## src/sv/bfc_pkg.sv

```systemverilog
`default_nettype none

package bfc_pkg;

   // request kinds
   localparam logic [2:0] KIND_WRITE = 3'd0;
   localparam logic [2:0] KIND_READ  = 3'd1;
   localparam logic [2:0] KIND_PEEK  = 3'd2;
   localparam logic [2:0] KIND_FLUSH = 3'd3;
   localparam logic [2:0] KIND_CLEAR = 3'd4;

   // result event codes
   localparam logic [1:0] EV_STATUS = 2'd0;
   localparam logic [1:0] EV_START  = 2'd1;
   localparam logic [1:0] EV_DATA   = 2'd2;
   localparam logic [1:0] EV_STOP   = 2'd3;

   // configuration register indexes
   localparam logic CSR_DRAIN_EN = 1'b0;
   localparam logic CSR_DEV_ADDR = 1'b1;

   typedef enum logic [2:0] {
      ST_IDLE,
      ST_START,
      ST_DATA,
      ST_STOP,
      ST_FINISH
   } state_type;

   // datapath commands, one per cycle
   typedef enum logic [2:0] {
      CMD_NONE,
      CMD_EXEC,
      CMD_LATCH,
      CMD_START,
      CMD_BYTE,
      CMD_STOP,
      CMD_FINISH
   } cmd_type;

   typedef struct packed {
      logic need_drain;
      logic fill_zero;
      logic fill_one;
      logic chunk_last;
   } stat_type;

endpackage

`default_nettype wire

```

## src/sv/byte_fifo_with_chunked_i2c_drain.sv

```systemverilog
// Requests that need no drain: status word in the cycle after accept, one request per cycle.
// A drain runs one event per cycle from the controller: with N bytes in T = ceil(N/CHUNK)
// transactions, busy stays high until the status word, which comes last.
// Results are shown for one cycle each under rsp_strobe; the receiver cannot stall.
// Synchronous reset clears positions, fill count, configuration and the controller;
// stored bytes are not cleared.
`default_nettype none

module byte_fifo_with_chunked_i2c_drain #(
   parameter int DEPTH = 32,
   parameter int CHUNK = 30
) (
   input  wire logic       clock,
   input  wire logic       reset,
   input  wire logic       start,
   output      logic       busy,
   input  wire logic [2:0] req_kind,
   input  wire logic [7:0] req_data_in,
   input  wire logic       csr_we,
   input  wire logic       csr_index,
   input  wire logic [6:0] csr_wdata,
   output      logic       rsp_strobe,
   output      logic [1:0] rsp_event_res,
   output      logic [7:0] rsp_value,
   output      logic       rsp_accepted,
   output      logic       rsp_byte_valid,
   output      logic [5:0] rsp_level,
   output      logic       rsp_last
);

   bfc_pkg::cmd_type  cmd;
   bfc_pkg::stat_type stat;

   bfc_ctrl u_ctrl (
      .clock (clock),
      .reset (reset),
      .start (start),
      .stat  (stat),
      .cmd   (cmd),
      .busy  (busy)
   );

   bfc_dp #(
      .DEPTH (DEPTH),
      .CHUNK (CHUNK)
   ) u_dp (
      .clock          (clock),
      .reset          (reset),
      .cmd            (cmd),
      .req_kind       (req_kind),
      .req_data_in    (req_data_in),
      .csr_we         (csr_we),
      .csr_index      (csr_index),
      .csr_wdata      (csr_wdata),
      .stat           (stat),
      .rsp_strobe     (rsp_strobe),
      .rsp_event_res  (rsp_event_res),
      .rsp_value      (rsp_value),
      .rsp_accepted   (rsp_accepted),
      .rsp_byte_valid (rsp_byte_valid),
      .rsp_level      (rsp_level),
      .rsp_last       (rsp_last)
   );

   // only the status word closes a request
   a_last_is_status: assert property (@(posedge clock) disable iff (reset)
      rsp_strobe && rsp_last |-> rsp_event_res == bfc_pkg::EV_STATUS)
      else $error("last word is not a status word");

   // a request without drain answers in the next cycle
   a_quick_status: assert property (@(posedge clock) disable iff (reset)
      start && !busy && !stat.need_drain |=> rsp_strobe && rsp_last)
      else $error("missing status after plain request");

   // a transaction start is followed by a byte or a stop
   a_start_follow: assert property (@(posedge clock) disable iff (reset)
      rsp_strobe && rsp_event_res == bfc_pkg::EV_START |=>
      rsp_strobe && (rsp_event_res == bfc_pkg::EV_DATA ||
                     rsp_event_res == bfc_pkg::EV_STOP))
      else $error("start event not followed by data or stop");

   // busy drops together with the status word of a drained request
   a_drain_end: assert property (@(posedge clock) disable iff (reset)
      $fell(busy) && !$past(reset) |-> rsp_strobe && rsp_last)
      else $error("drain ended without status word");

endmodule

`default_nettype wire

```

## src/sv/bfc_ctrl.sv

```systemverilog
`default_nettype none

module bfc_ctrl (
   input  wire                logic clock,
   input  wire                logic reset,
   input  wire                logic start,
   input  wire bfc_pkg::stat_type stat,
   output      bfc_pkg::cmd_type  cmd,
   output      logic              busy
);

   bfc_pkg::state_type state_ff, state_in;

   // state register
   always_ff @(posedge clock) begin
      if (reset) begin
         state_ff <= bfc_pkg::ST_IDLE;
      end else begin
         state_ff <= state_in;
      end
   end

   // next state
   always_comb begin
      state_in = state_ff;
      unique case (state_ff)
         bfc_pkg::ST_IDLE: begin
            if (start && stat.need_drain) state_in = bfc_pkg::ST_START;
         end
         bfc_pkg::ST_START: begin
            state_in = bfc_pkg::ST_DATA;
         end
         bfc_pkg::ST_DATA: begin
            // close the transaction on the last byte or a full chunk
            if (stat.fill_one || stat.chunk_last) state_in = bfc_pkg::ST_STOP;
         end
         bfc_pkg::ST_STOP: begin
            state_in = stat.fill_zero ? bfc_pkg::ST_FINISH : bfc_pkg::ST_START;
         end
         bfc_pkg::ST_FINISH: begin
            state_in = bfc_pkg::ST_IDLE;
         end
         default: begin
            state_in = bfc_pkg::ST_IDLE;
         end
      endcase
   end

   // outputs
   always_comb begin
      cmd  = bfc_pkg::CMD_NONE;
      busy = 1'b1;
      unique case (state_ff)
         bfc_pkg::ST_IDLE: begin
            busy = 1'b0;
            if (start) cmd = stat.need_drain ? bfc_pkg::CMD_LATCH : bfc_pkg::CMD_EXEC;
         end
         bfc_pkg::ST_START:  cmd = bfc_pkg::CMD_START;
         bfc_pkg::ST_DATA:   cmd = bfc_pkg::CMD_BYTE;
         bfc_pkg::ST_STOP:   cmd = bfc_pkg::CMD_STOP;
         bfc_pkg::ST_FINISH: cmd = bfc_pkg::CMD_FINISH;
         default:            cmd = bfc_pkg::CMD_NONE;
      endcase
   end

endmodule

`default_nettype wire

```

## src/sv/bfc_dp.sv

```systemverilog
`default_nettype none

module bfc_dp #(
   parameter int DEPTH = 32,
   parameter int CHUNK = 30
) (
   input  wire                 logic       clock,
   input  wire                 logic       reset,
   input  wire bfc_pkg::cmd_type           cmd,
   input  wire                 logic [2:0] req_kind,
   input  wire                 logic [7:0] req_data_in,
   input  wire                 logic       csr_we,
   input  wire                 logic       csr_index,
   input  wire                 logic [6:0] csr_wdata,
   output      bfc_pkg::stat_type          stat,
   output      logic                       rsp_strobe,
   output      logic [1:0]                 rsp_event_res,
   output      logic [7:0]                 rsp_value,
   output      logic                       rsp_accepted,
   output      logic                       rsp_byte_valid,
   output      logic [5:0]                 rsp_level,
   output      logic                       rsp_last
);

   localparam int PW  = $clog2(DEPTH);
   localparam int CW  = $clog2(DEPTH + 1);
   localparam int CKW = $clog2(CHUNK + 1);

   // configuration
   logic       drain_en_ff;
   logic [6:0] dev_addr_ff;

   // ring state
   logic [7:0]    store_ff [DEPTH];
   logic          store_we;
   logic [7:0]    store_in;
   logic [PW-1:0] wr_pos_ff, wr_pos_in, wr_next;
   logic [PW-1:0] rd_pos_ff, rd_pos_in, rd_next;
   logic [CW-1:0] fill_ff, fill_in;
   logic [7:0]    rd_data;

   // drain bookkeeping and the request held across a drain
   logic [CKW-1:0] chunk_ff, chunk_in;
   logic [2:0]     pend_kind_ff, pend_kind_in;
   logic [7:0]     pend_data_ff, pend_data_in;
   logic [2:0]     exec_kind;
   logic [7:0]     exec_data;

   // result word
   logic       strobe_ff, strobe_in;
   logic [1:0] event_ff, event_in;
   logic [7:0] value_ff, value_in;
   logic       acc_ff, acc_in;
   logic       valid_ff, valid_in;
   logic [5:0] level_ff;
   logic       last_ff, last_in;

   assign rd_data = store_ff[rd_pos_ff];
   assign wr_next = (wr_pos_ff == PW'(DEPTH - 1)) ? '0 : wr_pos_ff + PW'(1);
   assign rd_next = (rd_pos_ff == PW'(DEPTH - 1)) ? '0 : rd_pos_ff + PW'(1);

   // status toward the controller
   always_comb begin
      stat.need_drain = drain_en_ff &&
         ((req_kind == bfc_pkg::KIND_WRITE && fill_ff > CW'(DEPTH / 2)) ||
          (req_kind == bfc_pkg::KIND_FLUSH && fill_ff != '0));
      stat.fill_zero  = (fill_ff == '0);
      stat.fill_one   = (fill_ff == CW'(1));
      stat.chunk_last = (chunk_ff == CKW'(CHUNK - 1));
   end

   // a finishing request comes from the held copy, otherwise from the ports
   assign exec_kind = (cmd == bfc_pkg::CMD_FINISH) ? pend_kind_ff : req_kind;
   assign exec_data = (cmd == bfc_pkg::CMD_FINISH) ? pend_data_ff : req_data_in;

   // command decode
   always_comb begin
      store_we     = 1'b0;
      store_in     = exec_data;
      wr_pos_in    = wr_pos_ff;
      rd_pos_in    = rd_pos_ff;
      fill_in      = fill_ff;
      chunk_in     = chunk_ff;
      pend_kind_in = pend_kind_ff;
      pend_data_in = pend_data_ff;
      strobe_in    = 1'b0;
      event_in     = bfc_pkg::EV_STATUS;
      value_in     = 8'd0;
      acc_in       = 1'b0;
      valid_in     = 1'b0;
      last_in      = 1'b0;
      unique case (cmd)
         bfc_pkg::CMD_NONE: begin
         end
         bfc_pkg::CMD_LATCH: begin
            pend_kind_in = req_kind;
            pend_data_in = req_data_in;
         end
         bfc_pkg::CMD_START: begin
            strobe_in = 1'b1;
            event_in  = bfc_pkg::EV_START;
            value_in  = {1'b0, dev_addr_ff};
            chunk_in  = '0;
         end
         bfc_pkg::CMD_BYTE: begin
            strobe_in = 1'b1;
            event_in  = bfc_pkg::EV_DATA;
            value_in  = rd_data;
            rd_pos_in = rd_next;
            fill_in   = fill_ff - CW'(1);
            chunk_in  = chunk_ff + CKW'(1);
         end
         bfc_pkg::CMD_STOP: begin
            strobe_in = 1'b1;
            event_in  = bfc_pkg::EV_STOP;
         end
         bfc_pkg::CMD_EXEC, bfc_pkg::CMD_FINISH: begin
            strobe_in = 1'b1;
            last_in   = 1'b1;
            unique case (exec_kind)
               bfc_pkg::KIND_WRITE: begin
                  if (fill_ff != CW'(DEPTH)) begin
                     store_we  = 1'b1;
                     wr_pos_in = wr_next;
                     fill_in   = fill_ff + CW'(1);
                     acc_in    = 1'b1;
                  end
               end
               bfc_pkg::KIND_READ: begin
                  if (fill_ff != '0) begin
                     value_in  = rd_data;
                     valid_in  = 1'b1;
                     rd_pos_in = rd_next;
                     fill_in   = fill_ff - CW'(1);
                  end
               end
               bfc_pkg::KIND_PEEK: begin
                  if (fill_ff != '0) begin
                     value_in = rd_data;
                     valid_in = 1'b1;
                  end
               end
               bfc_pkg::KIND_CLEAR: begin
                  wr_pos_in = '0;
                  rd_pos_in = '0;
                  fill_in   = '0;
               end
               // flush has already drained when drain is enabled; flush and unused kinds only report
               default: begin
               end
            endcase
         end
         default: begin
         end
      endcase
   end

   // byte store, no reset
   always_ff @(posedge clock) begin
      if (store_we) store_ff[wr_pos_ff] <= store_in;
   end

   // control state
   always_ff @(posedge clock) begin
      if (reset) begin
         drain_en_ff <= 1'b0;
         dev_addr_ff <= 7'd0;
         wr_pos_ff   <= '0;
         rd_pos_ff   <= '0;
         fill_ff     <= '0;
         chunk_ff    <= '0;
         strobe_ff   <= 1'b0;
      end else begin
         if (csr_we) begin
            unique case (csr_index)
               bfc_pkg::CSR_DRAIN_EN: drain_en_ff <= csr_wdata[0];
               bfc_pkg::CSR_DEV_ADDR: dev_addr_ff <= csr_wdata;
               default: begin
               end
            endcase
         end
         wr_pos_ff <= wr_pos_in;
         rd_pos_ff <= rd_pos_in;
         fill_ff   <= fill_in;
         chunk_ff  <= chunk_in;
         strobe_ff <= strobe_in;
      end
   end

   // payload registers
   always_ff @(posedge clock) begin
      pend_kind_ff <= pend_kind_in;
      pend_data_ff <= pend_data_in;
      event_ff     <= event_in;
      value_ff     <= value_in;
      acc_ff       <= acc_in;
      valid_ff     <= valid_in;
      level_ff     <= 6'(fill_in);
      last_ff      <= last_in;
   end

   assign rsp_strobe     = strobe_ff;
   assign rsp_event_res  = event_ff;
   assign rsp_value      = value_ff;
   assign rsp_accepted   = acc_ff;
   assign rsp_byte_valid = valid_ff;
   assign rsp_level      = level_ff;
   assign rsp_last       = last_ff;

endmodule

`default_nettype wire

```

## config.mk

```make
export PLATFORM = sky130hd
export DESIGN_NAME = byte_fifo_with_chunked_i2c_drain
export DESIGN_NICKNAME = d
export VERILOG_FILES = /design/src/sv/bfc_pkg.sv /design/src/sv/byte_fifo_with_chunked_i2c_drain.sv /design/src/sv/bfc_ctrl.sv /design/src/sv/bfc_dp.sv
export SDC_FILE = /design/constraint.sdc
export NUM_CORES = 1
export LEC_CHECK = 0
export ABC_AREA = 0
export BUFFER_PORTS_ARGS = -buffer_cell sky130_fd_sc_hd__clkbuf_2
export CAP_MARGIN = 5
export CORE_ASPECT_RATIO = 1.4
export CORE_MARGIN = 2
export CORE_UTILIZATION = 55
export CTS_CLUSTER_SIZE = 16
export DETAILED_ROUTE_END_ITERATION = 16
export PLACE_DENSITY_LB_ADDON = 0.3
export RECOVER_POWER = 50
export SYNTH_ARGS = -nofsm -noshare
export SYNTH_HDL_FRONTEND = slang
export SYNTH_SLANG_ARGS = --single-unit
export TNS_END_PERCENT = 50
```

## constraint.sdc

```tcl
create_clock -name clock -period 2.72 [get_ports clock]
set_input_delay 0.544 -clock clock [delete_from_list [all_inputs] [get_ports clock]]
set_output_delay 0.544 -clock clock [all_outputs]
set_load 0.01 [all_outputs]
```

==> results_dict.tcl, run 1 <==
set metrics [dict create \
    cts_made_buffers 29 \
    root_buffer "clkbuf_16" \
    stdcell_area_um2 15100 \
    status "complete, no violations" \
    final_max_slew_viol_count 0 \
    pwr_density_cell_nw_per_um2 663 \
    finalHoldViolations 0 \
    netlist_instances 824 \
    fin_worst_skew_ps 22.3 \
    area_delta_synth_final_pct 14.5 \
    synthFlopType "edfxtp_1" \
    vias 7479 \
    multiInputGateArea_um2 3820 \
    ir_drop_mv 0.511 \
    worst_pin_slew_ps 976 \
    drt_iter0_markers 623 \
    crit_required_ps 3120 \
    cpMaxStageDelayCell "o32ai_1" \
    cp-start-kind "flop" \
    end_kind "flop" \
    post-dp-hpwl_mm 19.1 \
    place_congestion 0.953 \
    cts_tree "done" \
    period_minus_slack_ps 2610 \
    critPathArrivalTime_ps 3000 \
    diodes 0 \
    worst-path-max-fanout 6 \
    worstHoldPathType "in2reg" \
    finish.utilization_pct 63.6 \
    crit_type "reg2reg" \
    setup_tns_ps 0 \
    dpl_cell_area_um2 14200 \
    critPathBufInv 4 \
    power_leakage_nw 4.92 \
    p_total_mw 10.0 \
    clk_latency_ps 550 \
    ctsLongestPathBuffers 3 \
    cts_setup_buffers 0 \
    path_delay_family "simple AND/OR/NAND/NOR gates" \
    syn_area_per_cell_um2 16.1 \
    num_rows 67 \
    setup_viol 0 \
    async_flop_share_pct 0 \
    dr.pass1.iters 5 \
    cp_cell_sequence "inv_1, ha_1, buf_4, nor3b_4, buf_4, and2_0, nor2_1, a21oi_1, buf_4, o32ai_1" \
    drtAntennaViolNets 0 \
    dieArea_um2 25300 \
    synth_area_um2 13200 \
    routedWlPerCell_um 22.6 \
    die_h_um 187 \
    vias_per_cell 5.93 \
    antenna_found_initial 0 \
    fillers 1737 \
    maxCapViolCount 0 \
    grt-ovfl-total 0 \
    synth_edf_count 267 \
    grt_pass1_vias 7566 \
    fin_crit_sh_pct 95.8 \
    relSlewSlack_pct 34.9 \
    drive_above_1_share_pct 23.7 \
    max_freq_mhz 384 \
    coreArea_um2 23800 \
    portBuffers 43 \
    syn_nets 859 \
    start_util_pct 55.6 \
    cpPeakStageDelay_ps 410 \
    clkTransAtPathRegs_ps 70 \
    htreeDepth 1 \
    grt_pass1_wl_mm 44.0 \
    die_w_um 135 \
    synth.distinct_cells 63 \
    wl_mm 28.5 \
    fin_nets 963 \
    synth_seq_cells 324 \
    rsz0062_at_grt "false" \
    ys_seq_area_share_pct 69.2 \
    crit_top_cell "buf_4" \
    drc 0 \
    grt_max_degree 58 \
    seqCellArea_um2 9160 \
    grt_use_total_pct 23.0 \
    io_pins 44 \
    yosys_warnings 0 \
    clkSinkCount 324 \
]
-- cells by family after synthesis --
| kind of cell | after synthesis | synth area share (%) |
|---|---|---|
| buffers and inverters | 60 | 1.89 |
| AO/OA/AOI/OAI | 101 | 5.12 |
| flip-flops | 324 | 69.2 |
| XOR/XNOR | 2 | 0.132 |
| multiplexers | 104 | 14.3 |
| adder cells (fa/ha/maj) | 12 | 1.14 |
| AND/OR/NAND/NOR | 221 | 8.19 |
-- path summary, 6_finish.rpt --
kind / start / end / slack (ps) / cells after the start
setup reg to reg: u_dp.fill_ff[1] / flop / 110 / 10
hold / removal: req_data_in[6] / u_dp.pend_data_ff[6] / 180 / 1
hold reg to reg: u_dp.dev_addr_ff[6] / u_dp.dev_addr_ff[6] / 460 / 2
setup / recovery: u_dp.fill_ff[1] / flop / 110 / 10
-- worst reg2reg max path: stages, from the launching register on --
cell and delay (ps):
dfxtp_1 340, inv_1 80, ha_1 200, buf_4 150
nor3b_4 150, buf_4 150, and2_0 280, nor2_1 340
a21oi_1 190, buf_4 170, o32ai_1 410
-- flip-flops by register name, summed over array words and instances, names as in the netlist, 2 cells and up, named ones only --
register and flops:
u_dp.rd_pos_ff 5, u_dp.rsp_event_res 2, u_ctrl.state_ff 3, u_dp.store_ff 256
u_dp.chunk_ff 5, u_dp.fill_ff 6, u_dp.wr_pos_ff 5, u_dp.dev_addr_ff 7
u_dp.rsp_value 8, u_dp.rsp_level 6, u_dp.pend_kind_ff 3, u_dp.pend_data_ff 8
-- layout make-up --
type / instances / area share, %
clock buffer: 33 / 4.89
inverter: 14 / 0.347
clock inverter: 21 / 1.47
sequential: 324 / 60.5
timing repair buffer: 119 / 4.98
multi-input combinational: 440 / 25.2
tap: 310 / 2.56
-- repair_timing --
action,CTS,global route
gates resized for setup,0,1
hold endpoints to repair,0,0
hold buffers,0,0
setup endpoints to repair,0,125
-- per-layer routing --
| metal | global-route usage, % | vias to the layer above | part of all wire (%) |
|---|---|---|---|
| li1 | - | 3415 | - |
| met1 | 29.6 | 3738 | 38 |
| met2 | 41.1 | 270 | 54 |
| met3 | 2.92 | 56 | 5.5 |
| met4 | 6.45 | 0 | 2.7 |
| met5 | 0 | - | 0 |
-- Yosys cell counts, types with 5 or more instances --
cell	count	share of area [%]
buf_2	14	0.53
ha_1	12	1.1
nand2_1	67	1.9
inv_1	14	0.40
mux2i_1	22	1.7
nor3_1	7	0.26
mux2_2	15	1.3
a211oi_1	5	0.28
edfxtp_1	267	61
or3_1	6	0.28
nor2_1	70	2.0
a21oi_1	33	1.2
o211ai_1	5	0.28
nand3_1	19	0.72
a221oi_1	10	0.66
nor2b_1	9	0.43
clkbuf_1	29	0.82
mux4_2	66	11
dfxtp_1	57	8.6
o22ai_1	7	0.33
nand2b_1	7	0.33
o21ai_0	15	0.57
-- through the flow --
step	cells	setup WS (ps)	hold WS, ps
after floorplan	824	44.4	425
after global placement	1207	199	442
after detailed placement	1207	165	450
after CTS	1261	151	166
after global routing	1261	16.1	172
final	1261	114	182
-- power by group --
part	switching [mW]	total, mW	leakage [nW]	internal (mW)
clock network	1.77	4.12	0.469	2.35
logic	0.301	0.486	1.59	0.185
registers	0.0279	5.43	2.86	5.40
-- placed cells by master (no fill, tap or decap), types with 9 or more instances in the layout --
master	netlist	routed
a21oi_1	33	33
clkbuf_16	0	29
ha_1	12	12
edfxtp_1	267	267
mux4_2	66	66
nor2b_1	9	9
nand2_1	67	67
inv_1	14	14
buf_4	0	62
clkbuf_1	29	38
nor2_1	70	70
mux2_2	15	15
dfxtp_1	57	55
nand3_1	19	19
a221oi_1	10	10
o21ai_0	15	15
mux2i_1	22	22
clkbuf_2	0	20
Power figures use the tool's default switching activity.
==> run 2: changes to the inputs <==
--- a/config.mk
+++ b/config.mk
@@ -14,8 +14,8 @@
 export CTS_CLUSTER_SIZE = 16
 export DETAILED_ROUTE_END_ITERATION = 16
 export PLACE_DENSITY_LB_ADDON = 0.3
-export RECOVER_POWER = 50
 export SYNTH_ARGS = -nofsm -noshare
 export SYNTH_HDL_FRONTEND = slang
+export SYNTH_HIERARCHICAL = 1
 export SYNTH_SLANG_ARGS = --single-unit
 export TNS_END_PERCENT = 50
==> run 2 against run 1 <==
The flow now finishes with violations (negative setup slack). Total power up 7.4%. Die area up 2.1%. Clock skew down 9.4 ps. Combinational power up 76%. First-iteration DRC count up 33%. Worst hold slack better by 3.0 ps. Wire length up 23%. Cell count up 11%. Synthesized cell count up 9.0%. Largest cell class unchanged.
==> results_dict.tcl, run 2 <==
set metrics [dict create \
    cp-start-kind "flop" \
    end_kind "flop" \
    coreArea_um2 24100 \
    syn_area_per_cell_um2 15.1 \
    syn_nets 933 \
    clkSinkCount 324 \
    netlist_instances 898 \
    yosys_warnings 6 \
    critPathArrivalTime_ps 3860 \
    diodes 0 \
    mostFrequentLayoutCell "edfxtp_1" \
    stdcell_area_um2 17300 \
    p_total_mw 10.8 \
    p_comb_share_pct 7.9 \
    pwr-share-clk_pct 41.8 \
    post-dp-hpwl_mm 23.0 \
    r2r_start "u_dp/fill_ff[1]" \
    power.switching_mw 2.34 \
    root_buffer "clkbuf_16" \
    clkTransAtPathRegs_ps 70 \
    status "complete, but fails checks" \
    synth_edf_count 267 \
    area_delta_synth_final_pct 27.7 \
    pwr_density_cell_nw_per_um2 625 \
    finalHoldViolations 0 \
    fin_ws_ps -902 \
    cts_hold_buf 0 \
    drt_iter0_markers 826 \
    ctsLongestPathBuffers 3 \
    portBuffers 43 \
    fin_worst_skew_ps 12.9 \
    period_minus_slack_ps 3620 \
    worst_pin_slew_ps 922 \
    synth_largest_area_cell "edfxtp_1" \
    fin_nets 1102 \
    swShare_pct 21.7 \
    setup_viol 555 \
    crit_type "reg2reg" \
    maxCapViolCount 0 \
    seqPwrFrac_pct 50.3 \
    crit_end "u_dp/store_ff[11][0]" \
    p_int_mw 8.44 \
    rsz0062_at_grt "true" \
    power_leakage_nw 5.87 \
    max_freq_mhz 276 \
    drtAntennaViolNets 0 \
    worst-path-max-fanout 8 \
    largest_register_ff_count 256 \
    async_flop_share_pct 0 \
    yosysMostFrequentCell "edfxtp_1" \
    synth_area_um2 13500 \
    routedWlPerCell_um 25.0 \
    die_w_um 137 \
    die_h_um 189 \
    antenna_found_initial 0 \
    cts_made_buffers 30 \
    synth_top_area_share_pct 59.3 \
    synthTopCellsByArea "edfxtp_1 59%, dfxtp_1 8.4%, mux4_2 8.3%" \
    synth_seq_cells 324 \
    io_pins 44 \
    htreeDepth 1 \
    num_rows 67 \
    final_cell_mix "267 x edfxtp_1, 73 x buf_4, 54 x buf_6, 52 x dfxtp_1, 50 x mux4_2" \
    final_max_slew_viol_count 0 \
    synthFlopType "edfxtp_1" \
    synth.distinct_cells 68 \
    dpl_cell_area_um2 15300 \
    clk_latency_ps 560 \
    grt_max_degree 38 \
    ir_drop_mv 0.515 \
    ys_seq_area_share_pct 67.8 \
    crit-reg2reg-capture "u_dp/store_ff[11][0]" \
    relSlewSlack_pct 38.6 \
    top_register "u_dp/store_ff" \
    vias_per_cell 6.33 \
    place_congestion 0.976 \
    r2r_cells 16 \
    fin_crit_sh_pct 133 \
    drc 0 \
    cts_tree "done" \
    grt_pass1_vias 8791 \
    dr.pass1.iters 7 \
    startpoint "u_dp/fill_ff[1]" \
    failed_checks "negative setup slack" \
    instances_no_fill 1401 \
    worstHoldPathType "in2reg" \
    grt_pass1_wl_mm 51.5 \
    grt_use_total_pct 27.1 \
    vias 8869 \
    start_util_pct 56.2 \
    grt-ovfl-total 0 \
    reg2reg_slack_ps -900 \
    wl_mm 35.0 \
    dieArea_um2 25900 \
    crit_required_ps 2960 \
    drive_above_1_share_pct 38.8 \
    place_inst 1329 \
    synth_common_cells "267 x edfxtp_1, 63 x nand2_1, 63 x nor2_1, 57 x dfxtp_1, 50 x mux4_2" \
]
==> run 2: cell count changes after synthesis, sizes merged, moves of 9 or more <==
cell	change
a21oi	+11
mux2	-12
mux2i	+27
mux4	-16
nor3	+9
==> run 2: per-stage QoR <==
| step | utilization (%) | setup WS, ps | hold WS [ps] | TNS [ps] |
|---|---|---|---|---|
| 6_report | 71.7 | -902 | 185 | -345710 |
| 4_1_cts | 69.4 | -978 | 169 | -401340 |
| 3_5_place_dp | 63.5 | -1020 | 448 | -405230 |
| 2_1_floorplan | - | -1150 | 425 | -393660 |
| 3_3_place_gp | 63.5 | -965 | 439 | -376910 |
| 5_1_grt | 71.7 | -1040 | 172 | -415430 |
==> run 2: how the worst min path moves through the flow <==
stage | startpoint | to | slack (ps) | depth (start not counted)
final | req_data_in[3] | u_dp/pend_data_ff[3] | 190 | 1
after global routing | req_data_in[5] | u_dp/pend_data_ff[5] | 170 | 1
after CTS | req_data_in[1] | u_dp/pend_data_ff[1] | 170 | 1
after detailed placement | u_dp/dev_addr_ff[2] | u_dp/dev_addr_ff[2] | 450 | 2
after global placement | u_dp/dev_addr_ff[3] | u_dp/dev_addr_ff[3] | 440 | 2
after floorplan | u_dp/dev_addr_ff[2] | u_dp/rsp_value[2] | 420 | 2
==> run 2: critical path, cell delays in order (launching register included) <==
cell and delay [ps]:
dfxtp_2 330, inv_4 60, ha_4 120, or3b_4 380
nand2_2 80, nand2_2 60, a2bb2oi_4 170, nor3b_4 70
or3b_1 390, a21oi_2 180, or3b_4 400, and2_4 160
nor4_4 270, buf_6 160, nand2_4 50, buf_12 160
nor2_4 260
==> run 2: area by class of cell <==
class	instances	area, um2
clock buffer	31	776
clock inverter	25	305
fill	1468	6800
inverter	16	62.6
multi-input combinational	506	4820
sequential	324	9170
tap	310	388
timing repair buffer	189	1740
==> run 2: cell families (layout without fill, tap and decap cells) <==
kind of cell | Yosys count | count (layout) | share of synthesized area, %
compound gates | 143 | 143 | 7.16
xor+xnor | 7 | 7 | 0.454
fa+ha+maj | 12 | 12 | 1.11
buf+inv | 68 | 261 | 2.24
flops | 324 | 324 | 67.8
mux | 103 | 103 | 12.3
simple gates | 241 | 241 | 8.99
==> run 2: what timing repair did <==
| item | CTS | global route |
|---|---|---|
| buffers inserted | 4 | 15 |
| gates resized for setup | 74 | 114 |
| setup endpoints to repair | 566 | 566 |
| pin swaps | 31 | 54 |
| cloned | 0 | 0 |
==> run 2: layer usage <==
layer	track usage (%)	vias up	wire, um
li1	-	3856	-
met1	32.1	4488	12300
met2	47.7	423	18500
met3	3.69	102	2210
met4	14.1	0	1980
met5	0	-	0
==> run 2: power by group through the flow <==
stage | logic (mW) | clock network (mW) | registers (mW)
2_1_floorplan | 0.427 | 0 | 5.53
3_3_place_gp | 0.725 | 0 | 5.54
3_5_place_dp | 0.736 | 0 | 5.54
4_1_cts | 0.764 | 4.55 | 5.43
5_1_grt | 0.898 | 4.73 | 5.43
6_report | 0.853 | 4.50 | 5.43
